File: src/pbps_pkg.sv
// ----------------------------------------------------------------------------
// pbps_pkg
// Shared types, constants and helper functions for the packed bit pair store.
// ----------------------------------------------------------------------------
package pbps_pkg;

	localparam int WORD_BITS   = 8;
	localparam int STORE_WORDS = 4096;
	localparam int ADDR_W      = $clog2(STORE_WORDS);
	localparam int WALK_W      = ADDR_W + 1;
	localparam int BIT_W       = $clog2(WORD_BITS);
	localparam int HALF_BITS   = WORD_BITS / 2;
	localparam int SIZE_W      = 16;
	localparam int POS_W       = 15;

	localparam logic [SIZE_W-1:0] SIZE_CAP = SIZE_W'(STORE_WORDS * WORD_BITS);
	localparam logic [ADDR_W-1:0] LAST_WORD = ADDR_W'(STORE_WORDS - 1);

	// operation codes
	localparam logic [3:0] MODE_CLEAR_ALL = 4'd0;
	localparam logic [3:0] MODE_SET_BIT   = 4'd1;
	localparam logic [3:0] MODE_CLR_BIT   = 4'd2;
	localparam logic [3:0] MODE_OR_PAIR   = 4'd3;
	localparam logic [3:0] MODE_CLR_PAIR  = 4'd4;
	localparam logic [3:0] MODE_GET_BIT   = 4'd5;
	localparam logic [3:0] MODE_GET_PAIR  = 4'd6;
	localparam logic [3:0] MODE_COUNT     = 4'd7;
	localparam logic [3:0] MODE_COMPACT   = 4'd8;

	// status codes
	localparam logic [1:0] ST_DONE       = 2'd0;
	localparam logic [1:0] ST_RANGE      = 2'd1;
	localparam logic [1:0] ST_NO_COMPACT = 2'd2;

	// config register indexes
	localparam logic CFG_SIZE = 1'b0;
	localparam logic CFG_PAIR = 1'b1;

	// upper bit of every pair, and a single pair
	localparam logic [WORD_BITS-1:0] UPPER_MASK = WORD_BITS'(8'hAA);
	localparam logic [WORD_BITS-1:0] PAIR_MASK  = WORD_BITS'(3);

	typedef struct packed {
		logic [3:0]       mode;
		logic [POS_W-1:0] position;
		logic [1:0]       pair_value;
	} pbps_in_t;

	typedef struct packed {
		logic [1:0]        read_value;
		logic [SIZE_W-1:0] ones_count;
		logic [1:0]        status;
		logic [POS_W-1:0]  compacted_size;
	} pbps_out_t;

	typedef struct packed {
		logic                 we;
		logic [ADDR_W-1:0]    waddr;
		logic [WORD_BITS-1:0] wdata;
		logic                 re;
		logic [ADDR_W-1:0]    raddr;
	} pbps_mem_req_t;

	typedef struct packed {
		logic      valid;
		pbps_out_t res;
	} pbps_fin_t;

	function automatic logic [BIT_W:0] pop_word(input logic [WORD_BITS-1:0] w);
		logic [BIT_W:0] c;
		c = '0;
		for (int k = 0; k < WORD_BITS; k++) begin
			c = c + (BIT_W+1)'(w[k]);
		end
		return c;
	endfunction

	// lower bit of every pair, packed densely
	function automatic logic [HALF_BITS-1:0] even_bits(input logic [WORD_BITS-1:0] w);
		logic [HALF_BITS-1:0] r;
		r = '0;
		for (int k = 0; k < HALF_BITS; k++) begin
			r[k] = w[2*k];
		end
		return r;
	endfunction

endpackage

File: src/pbps_seq.sv
// ----------------------------------------------------------------------------
// pbps_seq
// Operation sequencer: read-modify-write of single words, store walks for
// clear, count, compaction check, packing and tail zeroing.
// ----------------------------------------------------------------------------
module pbps_seq
	import pbps_pkg::*;
(
	input  logic                 clk,
	input  logic                 arst_n,
	input  logic                 item_valid,
	output logic                 item_ready,
	input  pbps_in_t             item,
	input  logic [SIZE_W-1:0]    size_in_bits,
	input  logic                 pair_format,
	input  logic                 slot_free,
	output pbps_fin_t            fin,
	output pbps_mem_req_t        req,
	input  logic [WORD_BITS-1:0] rdata
);

	typedef enum logic [7:0] {
		S_IDLE = 8'b0000_0001,
		S_CLR  = 8'b0000_0010,
		S_RMW  = 8'b0000_0100,
		S_CNT  = 8'b0000_1000,
		S_CHK  = 8'b0001_0000,
		S_PACK = 8'b0010_0000,
		S_ZERO = 8'b0100_0000,
		S_FIN  = 8'b1000_0000
	} state_t;

	state_t            state_q, state_d;
	pbps_in_t          op_q;
	logic [WALK_W-1:0] walk_q;
	logic [WALK_W-1:0] lim_q;
	logic [1:0]        phase_q;
	logic [SIZE_W-1:0] acc_q;
	logic [HALF_BITS-1:0] lo_q;
	logic              rd_pend_q;
	logic              clr_rsp_q;
	pbps_out_t         res_q;

	logic [SIZE_W-1:0]  eff_size;
	logic [WALK_W-1:0]  used_words;
	logic [POS_W-1:0]   entries;
	logic [ADDR_W-1:0]  new_words;
	logic [SIZE_W:0]    size_round;
	logic [POS_W:0]     entries_round;
	logic               issue;
	logic               pack_active;
	logic [SIZE_W-1:0]  in_pair_hi;
	logic [SIZE_W-1:0]  op_pair_b;
	logic [ADDR_W-1:0]  op_addr;
	logic [BIT_W-1:0]   op_off;
	logic               op_is_pair;
	logic [WORD_BITS-1:0] tail_mask;
	logic [BIT_W-1:0]   tail_bits;

	assign eff_size      = (size_in_bits > SIZE_CAP) ? SIZE_CAP : size_in_bits;
	assign size_round    = {1'b0, eff_size} + (SIZE_W+1)'(WORD_BITS - 1);
	assign used_words    = WALK_W'(size_round >> BIT_W);
	assign entries       = POS_W'(eff_size >> 1);
	assign entries_round = {1'b0, entries} + (POS_W+1)'(WORD_BITS - 1);
	assign new_words     = ADDR_W'(entries_round >> BIT_W);
	assign tail_bits     = entries[BIT_W-1:0];

	assign in_pair_hi = {item.position, 1'b1};

	// word address and bit offset of the pending single access
	assign op_is_pair = (op_q.mode == MODE_OR_PAIR) || (op_q.mode == MODE_CLR_PAIR) ||
		(op_q.mode == MODE_GET_PAIR);
	assign op_pair_b  = {op_q.position, 1'b0};
	assign op_addr    = op_is_pair ? op_pair_b[BIT_W +: ADDR_W] : op_q.position[BIT_W +: ADDR_W];
	assign op_off     = op_is_pair ? op_pair_b[BIT_W-1:0] : op_q.position[BIT_W-1:0];

	assign issue       = walk_q < lim_q;
	assign pack_active = walk_q < WALK_W'(new_words);

	// last packed word keeps only the entries below the new size
	always_comb begin
		tail_mask = '1;
		if (walk_q[ADDR_W-1:0] == new_words - ADDR_W'(1) && tail_bits != '0) begin
			tail_mask = ~({WORD_BITS{1'b1}} << tail_bits);
		end
	end

	assign item_ready = (state_q == S_IDLE);

	always_comb begin
		state_d = state_q;
		fin     = '0;
		req     = '0;
		case (state_q)
			S_IDLE: begin
				if (item_valid) begin
					case (item.mode) inside
						MODE_CLEAR_ALL: begin
							state_d = S_CLR;
						end
						MODE_SET_BIT, MODE_CLR_BIT, MODE_GET_BIT: begin
							if ({1'b0, item.position} >= eff_size) begin
								fin.valid      = 1'b1;
								fin.res.status = ST_RANGE;
							end else begin
								req.re    = 1'b1;
								req.raddr = item.position[BIT_W +: ADDR_W];
								state_d   = S_RMW;
							end
						end
						MODE_OR_PAIR, MODE_CLR_PAIR, MODE_GET_PAIR: begin
							if (in_pair_hi >= eff_size) begin
								fin.valid      = 1'b1;
								fin.res.status = ST_RANGE;
							end else begin
								req.re    = 1'b1;
								req.raddr = item.position[BIT_W-1 +: ADDR_W];
								state_d   = S_RMW;
							end
						end
						MODE_COUNT: begin
							if (item.position >= POS_W'(used_words)) begin
								fin.valid = 1'b1;
							end else begin
								state_d = S_CNT;
							end
						end
						MODE_COMPACT: begin
							if (!pair_format) begin
								fin.valid      = 1'b1;
								fin.res.status = ST_NO_COMPACT;
							end else begin
								state_d = S_CHK;
							end
						end
						default: begin
							fin.valid = 1'b1;
						end
					endcase
				end
			end
			S_CLR: begin
				req.we    = 1'b1;
				req.waddr = walk_q[ADDR_W-1:0];
				if (walk_q[ADDR_W-1:0] == LAST_WORD) begin
					if (clr_rsp_q) begin
						fin.valid = 1'b1;
					end else begin
						state_d = S_IDLE;
					end
				end
			end
			S_RMW: begin
				fin.valid = 1'b1;
				req.waddr = op_addr;
				case (op_q.mode)
					MODE_SET_BIT: begin
						req.we    = 1'b1;
						req.wdata = rdata | (WORD_BITS'(1) << op_off);
					end
					MODE_CLR_BIT: begin
						req.we    = 1'b1;
						req.wdata = rdata & ~(WORD_BITS'(1) << op_off);
					end
					MODE_OR_PAIR: begin
						req.we    = 1'b1;
						req.wdata = rdata | (WORD_BITS'(op_q.pair_value) << op_off);
					end
					MODE_CLR_PAIR: begin
						req.we    = 1'b1;
						req.wdata = rdata & ~(PAIR_MASK << op_off);
					end
					MODE_GET_BIT: begin
						fin.res.read_value = {1'b0, rdata[op_off]};
					end
					MODE_GET_PAIR: begin
						fin.res.read_value = 2'((rdata >> op_off) & PAIR_MASK);
					end
					default: begin
						fin.res = '0;
					end
				endcase
			end
			S_CNT: begin
				req.re    = issue;
				req.raddr = walk_q[ADDR_W-1:0];
				if (!issue && !rd_pend_q) begin
					fin.valid          = 1'b1;
					fin.res.ones_count = acc_q;
				end
			end
			S_CHK: begin
				req.re    = issue;
				req.raddr = walk_q[ADDR_W-1:0];
				if (rd_pend_q && (rdata & UPPER_MASK) != '0) begin
					fin.valid      = 1'b1;
					fin.res.status = ST_NO_COMPACT;
				end else if (!issue && !rd_pend_q) begin
					state_d = S_PACK;
				end
			end
			S_PACK: begin
				if (pack_active) begin
					// source words 2d and 2d+1 feed destination word d
					req.raddr = {walk_q[ADDR_W-2:0], phase_q[0]};
					req.waddr = walk_q[ADDR_W-1:0];
					req.wdata = {even_bits(rdata), lo_q} & tail_mask;
					req.re    = (phase_q != 2'd2);
					req.we    = (phase_q == 2'd2);
				end else begin
					state_d = S_ZERO;
				end
			end
			S_ZERO: begin
				req.we    = 1'b1;
				req.waddr = walk_q[ADDR_W-1:0];
				if (walk_q[ADDR_W-1:0] == LAST_WORD) begin
					fin.valid              = 1'b1;
					fin.res.compacted_size = entries;
				end
			end
			S_FIN: begin
				fin.valid = 1'b1;
				fin.res   = res_q;
			end
			default: begin
				state_d = S_IDLE;
			end
		endcase
		if (fin.valid) begin
			state_d = slot_free ? S_IDLE : S_FIN;
		end
	end

	always_ff @(posedge clk or negedge arst_n) begin
		if (!arst_n) begin
			state_q   <= S_CLR;
			walk_q    <= '0;
			rd_pend_q <= 1'b0;
			clr_rsp_q <= 1'b0;
			phase_q   <= '0;
		end else begin
			state_q <= state_d;
			case (state_q)
				S_IDLE: begin
					if (item_valid) begin
						walk_q    <= (item.mode == MODE_COUNT) ?
							item.position[WALK_W-1:0] : '0;
						rd_pend_q <= 1'b0;
						clr_rsp_q <= 1'b1;
						phase_q   <= '0;
					end
				end
				S_CLR, S_ZERO: begin
					walk_q <= walk_q + WALK_W'(1);
				end
				S_CNT, S_CHK: begin
					rd_pend_q <= issue;
					if (issue) begin
						walk_q <= walk_q + WALK_W'(1);
					end else if (!rd_pend_q) begin
						walk_q  <= '0;
						phase_q <= '0;
					end
				end
				S_PACK: begin
					if (pack_active) begin
						if (phase_q == 2'd2) begin
							phase_q <= '0;
							walk_q  <= walk_q + WALK_W'(1);
						end else begin
							phase_q <= phase_q + 2'd1;
						end
					end
				end
				default: begin
					rd_pend_q <= 1'b0;
				end
			endcase
		end
	end

	always_ff @(posedge clk) begin
		if (fin.valid) begin
			res_q <= fin.res;
		end
		if (state_q == S_IDLE && item_valid) begin
			op_q  <= item;
			acc_q <= '0;
			lim_q <= used_words;
		end
		if (state_q == S_CNT && rd_pend_q) begin
			acc_q <= acc_q + SIZE_W'(pop_word(rdata));
		end
		if (state_q == S_PACK && phase_q == 2'd1) begin
			lo_q <= even_bits(rdata);
		end
	end

endmodule

File: config.mk
export PLATFORM = sky130hd
export DESIGN_NAME = pbps_seq
export DESIGN_NICKNAME = d
export VERILOG_FILES = /design/src/pbps_pkg.sv /design/src/pbps_seq.sv
export SDC_FILE = /design/constraint.sdc
export NUM_CORES = 1
export LEC_CHECK = 0
export BUFFER_PORTS_ARGS = -buffer_cell sky130_fd_sc_hd__buf_4
export CAP_MARGIN = 5
export CORE_UTILIZATION = 45
export CTS_BUF_LIST = sky130_fd_sc_hd__clkbuf_8
export DETAILED_ROUTE_END_ITERATION = 7
export SLEW_MARGIN = 5
export SYNTH_ARGS = -nofsm -noshare
export SYNTH_HDL_FRONTEND = slang
export SYNTH_SLANG_ARGS = --single-unit
File: constraint.sdc
create_clock -name clk -period 23.2 [get_ports clk]
set_input_delay 4.64 -clock clk [delete_from_list [all_inputs] [get_ports clk]]
set_output_delay 4.64 -clock clk [all_outputs]
set_load 0.005 [all_outputs]
==> impl_metrics.toml <==
[critical_path]
crit_required_ps = 18560
critPathArrivalTime_ps = 9280
cp-end-kind = "primary output"
rrSetupSlack_ps = 19490
startpoint = "size_in_bits[6]"
path_class = "in -> out"
r2r-start = "state_q[7]"
reg2reg_depth = 10
r2r_end = "res_q[10]"
worst_setup_path_start_kind = "input pin"
critPathMaxFanout = 12

[detailed_routing]
wire_per_inst_um = 20.18
routed_wl_mm = 27.72
drt_iter0_drc = 630
ant_nets = 0
drc = 0
drt-pass1-iter-count = 7
via_count = 8130
vias_per_cell = 5.917

[final_layout]
areaGrowthSynthToFinish_pct = 17.25
antenna_cells = 0
fillers = 1856
nets = 1230
drive_gt1_frac = 0.1794

[worst_hold_path]
min-delay-start = "clr_rsp_q"
hold_path_class = "reg -> reg"
min_to = "clr_rsp_q"
whs_path_depth = 1

[synthesis]
synth_top_cell_area_share = 0.2904
synth_warnings = 0
yosys.area_share.xor_xnor = 0.04568
syn-cell-area_um2 = 9203
synth-main-ff-cell = "edfxtp_1"
synth-adder-area-share = 0.1183
synthArstFlopShare = 0.2193
synth_cells = 988
ys_top_cells_by_area = "edfxtp_1 (29%), ha_1 (11%), dfrtp_1 (6.5%)"
synth_top_cell_by_area = "edfxtp_1"
synth_area_per_cell_um2 = 9.314
synth_top_family_by_area = "compound AO/OA/AOI/OAI gates"
yosys-mux-area-fraction = 0.02869
synthesis.nets = 1122
yosysSeqAreaShare = 0.3585
yosys.area_share.simple = 0.1754
synth_enable_flop_cells = 89
synth_compound_area_frac = 0.2219
synth-seq-cells = 114
synthDistinctLibCells = 80

[global_routing]
overflow = 0
grt_pass1_vias = 7673
groute.usage.overall = 0.2675
antenna_found_initial = 0
grt_pass1_wl_mm = 43.76
grt_max_degree = 40

[sta]
whs_ps = 503.5
worst_pin_slew_ps = 1228
timing_hold_violations_final = 0
relSlewSlack = 0.1785
fmax_mhz = 71.85
drv_slew = 0
fin_crit_sh = 0.5999
setup_violations = 0
tns_ps = 0
final.setup_skew_ps = 15.27
period_minus_slack_ps = 13920
rsz0062_at_grt = "no"

[run]
maxCapViolCount = 0

[cts]
cts_hold_buf = 0
h-tree-depth = 4
cts_tree = "yes"
postCtsSetupRepairBufs = 0
clock-root-buffer = "clkbuf_8"
clock_sinks = 114
cts_resized = 0
cts.clk_slew.worst_paths_ps = 80
clock_latency_ps = 460
clock_path_buffers = 2
cts_made_buffers = 17

[floorplan]
io_pins = 121
dieArea_um2 = 21030
start_util = 0.4652
die_h_um = 145.0
core_um2 = 19780
fp.dieW_um = 145.0
std_cell_rows = 51

[placement]
dp_hpwl_mm = 20.93
numPortBuffers = 120
gp_congestion = 0.8975

[power]
p_sw_w = 0.0002867
pwr-share-clk = 0.262
power.leakage_nw = 4.471
p_int_w = 0.0004531
switching_share = 0.3876
vdd.ir_drop.worst_v = 0.00004296
p_per_area_nw_per_um2 = 68.57
power_frac_seq = 0.402
comb_power_share = 0.336

[run_status]
outcome = "finished clean"
==> registers in the layout, summed over array words and instances (netlist names) <==
name and flops:
op_pair_b 15, lo_q 4, res_q 35, state_q 8
lim_q 13, op_q 6, rd_pend_q 1, clr_rsp_q 1
phase_q 2, acc_q 16, walk_q 13
==> final cells by class <==
cell class                      instances  area (um2)  area share
Clock buffer                           17       234.0     0.02168
Tap cell                              265       331.6     0.03073
Multi-Input combinational cell        751        5466      0.5066
Clock inverter                         15       163.9     0.01519
Timing Repair Buffer                  133       998.5     0.09253
Sequential cell                       114        3299      0.3058
Inverter                               79       296.5     0.02748
==> worst max-delay path, stage by stage <==
cell and delay (ps):
buf_4 160, nor3_1 460, nand3_1 210, o41ai_1 660
and2_1 330, inv_1 110, ha_1 300, nor2b_1 130
o21a_1 150, o21ai_0 140, a21oi_1 90, o41ai_1 530
nand3_1 340, nor3_2 650, a221o_1 280, buf_4 110
==> cell usage after synthesis (5+ instances only) <==
| library cell | n |
|---|---|
| nand4_1 | 14 |
| o2bb2ai_1 | 13 |
| nand2b_1 | 12 |
| a22o_1 | 37 |
| mux2_2 | 5 |
| nor3b_1 | 6 |
| nor4_1 | 8 |
| buf_2 | 7 |
| clkbuf_1 | 35 |
| nor3_1 | 25 |
| o21a_1 | 8 |
| nor2_1 | 74 |
| a211oi_1 | 10 |
| ha_1 | 79 |
| a31oi_1 | 6 |
| and2_1 | 8 |
| mux2i_1 | 18 |
| nand3_1 | 23 |
| edfxtp_1 | 89 |
| dfrtp_1 | 24 |
| nor2b_1 | 25 |
| a2111oi_0 | 5 |
| xor2_1 | 11 |
| inv_1 | 77 |
| a21oi_1 | 59 |
| xnor2_1 | 37 |
| a32oi_1 | 5 |
| o31ai_1 | 19 |
| a221o_1 | 7 |
| a21o_1 | 10 |
| o21ai_0 | 46 |
| fa_1 | 5 |
| and3_1 | 19 |
| o211ai_1 | 12 |
| nand2_1 | 70 |
==> power by group through the flow <==
stage	Clock, W	Combinational (W)	Sequential [W]
after floorplan	0	0.000167	0.000291
after global placement	0	0.000245	0.000301
after detailed placement	0	0.000245	0.000302
after CTS	0.000198	0.000247	0.000297
after global routing	0.000206	0.000274	0.000303
final	0.000194	0.000248	0.000298
==> metal layers <==
layer,GRT usage,up-vias,wire [um]
met5,0,-,0
met4,0.07500,0,443
met3,0.04340,34,1748
met2,0.3935,314,12000
met1,0.4005,3858,13530
li1,-,3924,-
==> through the flow <==
| stage | instance area, um2 | power, W | setup WS, ps | util | std cells |
|---|---|---|---|---|---|
| 2_1_floorplan | 9203 | 0.0004583 | 8418 | - | 988 |
| 3_3_place_gp | 10380 | 0.0005462 | 9264 | 0.5249 | 1342 |
| 3_5_place_dp | 10380 | 0.0005469 | 8985 | 0.5249 | 1342 |
| 4_1_cts | 10780 | 0.0007420 | 8968 | 0.5450 | 1374 |
| 5_1_grt | 10790 | 0.0007828 | 8836 | 0.5455 | 1374 |
| 6_report | 10790 | 0.0007398 | 9282 | 0.5455 | 1374 |
==> placed cells by master, fill, tap and decap left out, types with 14 or more instances in the layout <==
master,n
a21oi_1,59
a22o_1,37
and3_1,19
buf_4,133
clkbuf_8,17
dfrtp_1,24
edfxtp_1,89
ha_1,79
inv_1,77
mux2i_1,18
nand2_1,70
nand3_1,23
nand4_1,14
nor2_1,74
nor2b_1,25
nor3_1,22
o21ai_0,45
o31ai_1,19
xnor2_1,37
==> kinds of logic after synthesis <==
group	Yosys count
AOI/OAI and AO/OA	280
adders and majority gates	84
and+or+nand+nor	314
muxes	25
xor gates and xnor gates	48
buffers and inverters	123
DFF	114
==> worst max path at each step <==
stage | slack [ps] | depth (start not counted) | end
finish | 9280 | 16 | req[11]
global route | 8840 | 17 | req[1]
CTS | 8970 | 16 | req[11]
detailed placement | 8980 | 16 | req[11]
global placement | 9260 | 16 | req[8]
floorplan | 8420 | 16 | fin[35]
Power figures use the tool's default switching activity.
